==> src/hdl/usm_pkg.sv <==
// shared types, constants and arithmetic helpers for the unsharp mask stream
`default_nettype none
package usm_pkg;

	localparam int MAX_WIDTH = 2048;
	localparam int COL_W = $clog2(MAX_WIDTH);
	localparam int ROW_W = 16;
	localparam int FW_W = 12;
	localparam int STR_W = 10;
	localparam logic [STR_W-1:0] STR_MAX = STR_W'(512);
	localparam int PADDR_W = 4;
	// line store entry: original pixel, blur of row y-2, blur of row y-1
	localparam int MEM_W = 32 + 24 + 24;
	localparam int FIFO_DEPTH = 16;
	localparam int FIFO_AW = $clog2(FIFO_DEPTH);
	// up to three inputs in flight, four results each
	localparam int ROOM_LIMIT = FIFO_DEPTH - 12;

	typedef enum logic [1:0] {
		REG_FRAME_WIDTH,
		REG_FRAME_HEIGHT,
		REG_STRENGTH,
		REG_NONE
	} reg_idx_t;

	typedef struct packed {
		logic [7:0] red;
		logic [7:0] green;
		logic [7:0] blue;
		logic [7:0] alpha;
	} pixel_t;

	typedef struct packed {
		logic [7:0] out_red;
		logic [7:0] out_green;
		logic [7:0] out_blue;
		logic [7:0] out_alpha;
		logic [10:0] column;
		logic [15:0] line_number;
		logic last_of_run;
	} result_t;

	typedef struct packed {
		logic [FW_W-1:0] width;
		logic [ROW_W-1:0] height;
	} geom_t;

	// one column of work for the line store
	typedef struct packed {
		logic [COL_W-1:0] k;
		logic [31:0] orig;
		logic [23:0] hk;
		logic [ROW_W-1:0] y;
		logic lastrow;
		logic first;
		logic last;
	} job_t;

	// result before sharpening
	typedef struct packed {
		logic [31:0] pix;
		logic [23:0] blur;
		logic [COL_W-1:0] x;
		logic [ROW_W-1:0] y;
		logic last;
	} rslt_t;

	typedef struct packed {
		logic [2:0] vld;
		rslt_t [2:0] ent;
	} push_t;

	function automatic logic [23:0] blur3(input logic [23:0] a, input logic [23:0] b,
		input logic [23:0] c);
		logic [23:0] r;
		logic [9:0] v;
		r = '0;
		for (int i = 0; i < 3; i++) begin
			v = {2'b0, a[8*i +: 8]} + {1'b0, b[8*i +: 8], 1'b0} + {2'b0, c[8*i +: 8]} + 10'd2;
			r[8*i +: 8] = v[9:2];
		end
		return r;
	endfunction

	function automatic logic [7:0] sharpen(input logic [7:0] o, input logic [7:0] b,
		input logic [STR_W-1:0] s);
		logic signed [8:0] d;
		logic signed [19:0] p;
		logic signed [20:0] t;
		logic signed [20:0] t2;
		logic [12:0] q;
		d = $signed({1'b0, o}) - $signed({1'b0, b});
		p = $signed({1'b0, s}) * d;
		t = $signed({5'd0, o, 8'd0}) + $signed({p[19], p});
		t2 = t + 21'sd128;
		q = t2[20:8];
		if (t[20])
			return 8'd0;
		else if (q > 13'd255)
			return 8'd255;
		else
			return q[7:0];
	endfunction

endpackage
`default_nettype wire

==> src/hdl/usm_front.sv <==
// input side: raster position, pixel window, horizontal blur, column jobs
`default_nettype none
module usm_front import usm_pkg::*; (
	input wire logic clk,
	input wire logic arst_n,
	input wire logic pix_valid,
	input wire pixel_t pix,
	output logic pix_stall,
	input wire geom_t geom,
	input wire logic room,
	output job_t job,
	output logic job_valid
);

	logic [COL_W-1:0] col_q;
	logic [ROW_W-1:0] row_q;
	logic [31:0] win0_q, win1_q;
	job_t j0_q, jb_q;
	logic j0_vld_q, jb_vld_q;

	logic acc;
	logic [31:0] cur;
	logic [COL_W-1:0] x;
	logic rowend, lastrow, has_a;
	logic [31:0] left_a, left_b;
	job_t job_a, job_b;

	assign pix_stall = jb_vld_q || !room;
	assign acc = pix_valid && !pix_stall;
	assign cur = {pix.alpha, pix.blue, pix.green, pix.red};

	always_comb begin
		if ({1'b0, col_q} >= geom.width)
			x = COL_W'(geom.width - FW_W'(1));
		else
			x = col_q;
		rowend = ({1'b0, x} + FW_W'(1)) >= geom.width;
		lastrow = ({1'b0, row_q} + 17'd1) >= {1'b0, geom.height};
		has_a = (x != '0);
		left_a = (x == COL_W'(1)) ? win0_q : win1_q;
		left_b = has_a ? win0_q : cur;

		job_a.k = x - COL_W'(1);
		job_a.orig = win0_q;
		job_a.hk = blur3(left_a[23:0], win0_q[23:0], cur[23:0]);
		job_a.y = row_q;
		job_a.lastrow = lastrow;
		job_a.first = rowend;
		job_a.last = !rowend;

		job_b.k = x;
		job_b.orig = cur;
		job_b.hk = blur3(left_b[23:0], cur[23:0], cur[23:0]);
		job_b.y = row_q;
		job_b.lastrow = lastrow;
		job_b.first = 1'b0;
		job_b.last = 1'b1;
	end

	always_ff @(posedge clk or negedge arst_n) begin
		if (!arst_n) begin
			col_q <= '0;
			row_q <= '0;
			win0_q <= '0;
			win1_q <= '0;
			j0_vld_q <= 1'b0;
			jb_vld_q <= 1'b0;
		end else begin
			if (acc) begin
				win1_q <= win0_q;
				win0_q <= cur;
				if (rowend) begin
					col_q <= '0;
					row_q <= lastrow ? '0 : row_q + ROW_W'(1);
				end else begin
					col_q <= x + COL_W'(1);
				end
				j0_vld_q <= has_a || rowend;
				jb_vld_q <= has_a && rowend;
			end else if (jb_vld_q) begin
				j0_vld_q <= 1'b1;
				jb_vld_q <= 1'b0;
			end else begin
				j0_vld_q <= 1'b0;
			end
		end
	end

	always_ff @(posedge clk) begin
		if (acc) begin
			j0_q <= has_a ? job_a : job_b;
			jb_q <= job_b;
		end else if (jb_vld_q) begin
			j0_q <= jb_q;
		end
	end

	assign job = j0_q;
	assign job_valid = j0_vld_q;

endmodule
`default_nettype wire

==> config.mk <==
export PLATFORM = sky130hd
export DESIGN_NAME = usm_front
export DESIGN_NICKNAME = d
export VERILOG_FILES = /design/src/hdl/usm_pkg.sv /design/src/hdl/usm_front.sv
export SDC_FILE = /design/constraint.sdc
export NUM_CORES = 1
export LEC_CHECK = 0
export BUFFER_PORTS_ARGS = -buffer_cell sky130_fd_sc_hd__buf_2
export CORE_MARGIN = 2
export CORE_UTILIZATION = 44
export DETAILED_ROUTE_END_ITERATION = 12
export SETUP_SLACK_MARGIN = 0.2
export SYNTH_ARGS = -nofsm -noshare
export SYNTH_HDL_FRONTEND = slang
export SYNTH_SLANG_ARGS = --single-unit
==> constraint.sdc <==
create_clock -name clk -period 5.3 [get_ports clk]
set_input_delay 0.795 -clock clk [delete_from_list [all_inputs] [get_ports clk]]
set_output_delay 0.795 -clock clk [all_outputs]
set_load 0.01 [all_outputs]
Yosys cells after proc, flatten, opt, wreduce, memory -nomap -nowiden

Cells that the tools add are included.

Register bits after elaboration: 255
Output and inout bits: 88

Magnitude comparators: 3
Reduce and logical (&&, ||, !) cells: 10
Mux-type cells: 11
Add/sub/neg operators: 24
Eq/ne operators: 1

Operators by type and width:

| kind                                                                 | count |
|---|---|
| 86-bit 2-to-1 mux                                                    | 3 |
| 10-bit by 2-bit adder with 10-bit output, second input constant      | 6 |
| 10-bit by 8-bit adder with 10-bit output                             | 6 |
| 8-bit by 9-bit adder with 10-bit output                              | 6 |
| 24-bit 2-to-1 mux                                                    | 2 |
| 11-bit 2-to-1 mux                                                    | 2 |
| 11-bit by 1-bit subtractor with 11-bit output, second input constant | 2 |
| 16-bit by 1-bit adder with 17-bit output, second input constant      | 1 |
| 17-bit by 16-bit greater-or-equal comparator with 1-bit output       | 1 |
| 16-bit by 1-bit adder with 16-bit output, second input constant      | 1 |
| 16-bit 2-to-1 mux                                                    | 1 |
| 11-bit by 1-bit adder with 12-bit output, second input constant      | 1 |
| 11-bit by 12-bit greater-or-equal comparator with 1-bit output       | 1 |
| 12-bit greater-or-equal comparator                                   | 1 |
| 11-bit by 1-bit adder with 11-bit output, second input constant      | 1 |
| 11-bit by 1-bit == test with 1-bit output, second input constant     | 1 |
| 11-bit nonzero test                                                  | 1 |
| 1-bit zero test                                                      | 3 |
| 1-bit 2-to-1 mux                                                     | 3 |
| 1-bit logical AND                                                    | 2 |
| 1-bit logical OR                                                     | 2 |
| 2-bit AND reduction                                                  | 1 |
| 2-bit nonzero test                                                   | 1 |

Longest topological paths before layout

Depth after elaboration: 9
Gate-level depth with buffers: 28
Gate-level depth less buffers: 24

Worst setup path before layout

Ideal clock, no wire load.

Kind: input port to flip-flop
Start point: input geom[18] (netlist bit)
End point: register j0_q, in the netlist job[25] (data pin)
Setup time: 0.259 ns
Arrival: 6.228 ns
Cell stages on the path: 26
Data required time: 5.041 ns
Path slack: -1.187 ns
Path through: buf_2 > inv_1 > ha_1 > a211oi_1 > o21ai_0 > a21oi_1 > o21ai_1 > clkbuf_1 > a21oi_1 > inv_1 > ha_1 > o2111ai_1 > o31a_1 > clkbuf_1 > clkbuf_1 > nand2_1 > nand2_1 > fa_1 > ha_1 > or4_1 > o21ai_0 > a21oi_2 > a211o_1 > a21o_1 > xor2_1 > a211o_1

RTL lines:

| what                   | RTL line        | RTL |
|---|---|---|
| start: declaration     | usm_front.sv:9  | `input wire geom_t geom,` |
| end signal: assignment | usm_front.sv:91 | `j0_q <= has_a ? job_a : job_b;` |
| end signal: assignment | usm_front.sv:94 | `j0_q <= jb_q;` |
| end: declaration       | usm_front.sv:18 | `job_t j0_q, jb_q;` |

==> impl_metrics.py <==
metrics = {
    "critical_path": {
        "crit_path_max_fanout": 5,
        "cp-end-kind": "flop",
        "critical_path_class": "primary input to flop",
        "worstSetupStartpointType": "primary input",
        "cpMaxStageDelayCell": "fa_1",
        "cp_data_required_time_ps": 5600,
        "critPathArrivalTime_ps": 5400,
        "r2r_setup_slack_ps": 210,
        "slowest_delay_ps": 440,
    },
    "sta": {
        "period_needed_ps": 5100,
        "relSlewSlack_pct": 41.3,
        "setup_viol": 0,
        "hold_viol": 0,
        "rsz0062_at_grt": "true",
        "setup_slack_ps": 204,
        "setup_tns_ps": 0,
        "period_share_pct": 96.1,
        "tightest_slew_ps": 880,
        "maxSlewViolCount": 0,
        "max_freq_ghz": 0.196,
        "clock_skew_ps": 9.46,
    },
    "finish": {
        "final_cell_mix": "nand2_1, buf_4, edfxtp_1",
        "area_delta_synth_final_pct": 29.1,
        "fillers": 2912,
        "mostFrequentLayoutCell": "nand2_1",
        "antenna_cells": 0,
        "layout-drive-gt1-share_pct": 28.7,
        "layout.nets": 1987,
        "final_cell_area_sq_mm": 0.0192,
    },
    "power_and_ir_drop": {
        "leakage_nw": 8.59,
        "p_per_area_mw_per_mm2": 589,
        "ir_worst_vdd_v": 0.000329,
    },
    "synthesis": {
        "netlist_area_sq_mm": 0.0149,
        "synthFlopType": "edfxtp_1",
        "yosysUniqueCellTypes": 67,
        "synth_area_per_cell_sq_um": 10.2,
        "ys_seq_area_share_pct": 48.6,
        "synth_edf_count": 170,
        "ys_seq_elements": 255,
        "syn-num-nets": 1662,
        "ys_warn_count": 0,
        "syn_inst": 1464,
        "async_flop_share_pct": 33.3,
    },
    "place": {
        "port_buffers": 151,
        "placed_area_sq_mm": 0.0176,
        "hpwl_um": 26800,
        "place_congestion": 0.849,
        "place_worst_setup_slack_ps": -475,
    },
    "route": {
        "wl_met1_um": 18000,
        "dr.pass1.iters": 5,
        "vias": 11700,
        "dr_wl_met3_um": 1420,
        "drt_iter0_drc": 598,
        "dr_wl_met2_um": 17900,
        "avgRoutedWirePerCell_um": 16.7,
        "drc": 0,
        "routed.top_layer": "met4",
        "routed_wirelength_um": 37800,
        "final_antenna_net_count": 0,
        "viasPerCell": 5.17,
    },
    "global_routing": {
        "grt_pass1_wl_um": 61200,
        "grt_pass1_vias": 11600,
        "grt_max_degree": 155,
        "grt.overflow.total": 0,
        "antenna_found_initial": 0,
        "grt_usage_pct": 21.3,
    },
    "floorplanning": {
        "fp-row-count": 67,
        "core_area_sq_mm": 0.0334,
        "start_util_pct": 44.5,
        "dieWidth_um": 188,
        "die_area_sq_mm": 0.0353,
        "io_pins": 152,
        "die_height_um": 188,
    },
    "clock_network": {
        "cts_made_buffers": 28,
        "clk_path_buf_depth": 3,
        "cts.sink_count": 255,
        "cts_hold_buf": 0,
        "root_buffer": "clkbuf_16",
        "insertion_delay_ps": 540,
        "htree_num_levels": 1,
        "clk_pin_slew_ps": 60,
        "cts_tree": "yes",
    },
    "job": {
        "drv_cap": 0,
    },
    "run_status": {
        "outcome": "completed",
    },
    "hold_path": {
        "hold_class": "primary input to async pin",
    },
}
==> power breakdown <==
part	leakage (nW)	total (mW)	internal (mW)	switching (mW)
clock	0.479	2.06	1.25	0.811
sequential	2.64	2.89	2.69	0.197
combinational	5.46	6.36	3.13	3.22
==> worst paths after layout <==
check / end / startpoint / cells after the start
max: job[42] / geom[18] / 25
min: row_q[5] / arst_n / 1
max reg2reg: job[42] / col_q[2] / 23
min reg2reg: win1_q[4] / win1_q[4] / 2
max in group asynchronous: win0_q[15] / arst_n / 2
min in group clk: jb_q[68] / pix[1] / 1
==> final cells by class <==
| class | count | area, sq um | share of cell area [%] |
|---|---|---|---|
| Clock inverter | 12 | 150 | 0.782 |
| Sequential cell | 255 | 7230 | 37.7 |
| Tap cell | 448 | 561 | 2.92 |
| Clock buffer | 40 | 838 | 4.37 |
| Timing Repair Buffer | 355 | 2440 | 12.7 |
| Multi-Input combinational cell | 1068 | 7670 | 39.9 |
| Inverter | 81 | 314 | 1.64 |
==> cells by family after synthesis <==
logic type | share of synthesized area, %
compound gates | 11.6
xor+xnor | 4.41
simple gates | 16.2
flops | 48.6
fa+ha+maj | 13.1
buf+inv | 3.57
mux | 2.55
==> metal layers <==
| metal | track usage, % | vias to the layer above |
|---|---|---|
| met1 | 30.4 | 5607 |
| met5 | 0 | - |
| met4 | 3.82 | 0 |
| met3 | 2.49 | 36 |
| li1 | - | 5806 |
| met2 | 35.6 | 227 |
==> through the flow <==
step	utilization (%)	hold slack [ps]	power (mW)	std cells
5_1_grt	57.4	318	12.1	2259
3_5_place_dp	52.7	462	8.55	2183
6_report	57.4	282	11.3	2259
4_1_cts	56.3	298	10.8	2246
3_3_place_gp	52.7	455	8.42	2183
2_1_floorplan	-	423	6.43	1464
==> critical path: cells and delay by family <==
family,cells,cell delay (ps)
muxes,1,340
adders and majority gates,4,1170
AOI/OAI and AO/OA,9,1570
and+or+nand+nor,5,810
buffers and inverters,6,690
==> registers in the layout (all words and copies together), names as in the netlist <==
register and flops:
win0_q 32, job 86, col_q 11, row_q 16, jb_vld_q 1, job_valid 1, jb_q 84, win1_q 24
==> repair_timing <==
item                                    4_1_cts  5_1_grt
gates cloned                                  1        0
pin swaps                                    17       42
setup buffers                                10       13
endpoints found under the setup margin       12       22
gates resized for setup                      18       62
==> synth_stat cells, types with 3 or more instances <==
master,instances,share of area (%)
nor4_1,9,0.38
nor2_1,82,2.1
nand3_1,30,1.0
mux2_2,22,1.7
nand2b_1,10,0.42
o31ai_1,3,0.15
nand4_1,18,0.76
edfxtp_1,170,34
a211oi_1,5,0.25
and2_1,9,0.38
clkbuf_1,56,1.4
a211o_1,5,0.29
nand2_1,332,8.4
a31oi_1,34,1.4
fa_1,36,4.8
mux2i_1,12,0.81
a22oi_1,3,0.15
o21ai_0,84,2.8
o21a_1,13,0.66
and3_1,13,0.55
nor2b_1,9,0.38
nor3_1,16,0.54
a221o_1,3,0.20
a21oi_1,54,1.8
o2111ai_1,4,0.24
or3_1,8,0.34
a21o_1,15,0.76
o2bb2ai_1,4,0.24
inv_1,80,2.0
o21ai_1,12,0.40
o211ai_1,9,0.45
ha_1,98,8.2
xor2_1,24,1.4
or2_2,4,0.17
xnor2_1,49,2.9
dfrtp_1,85,14
Power figures use the tool's default switching activity.
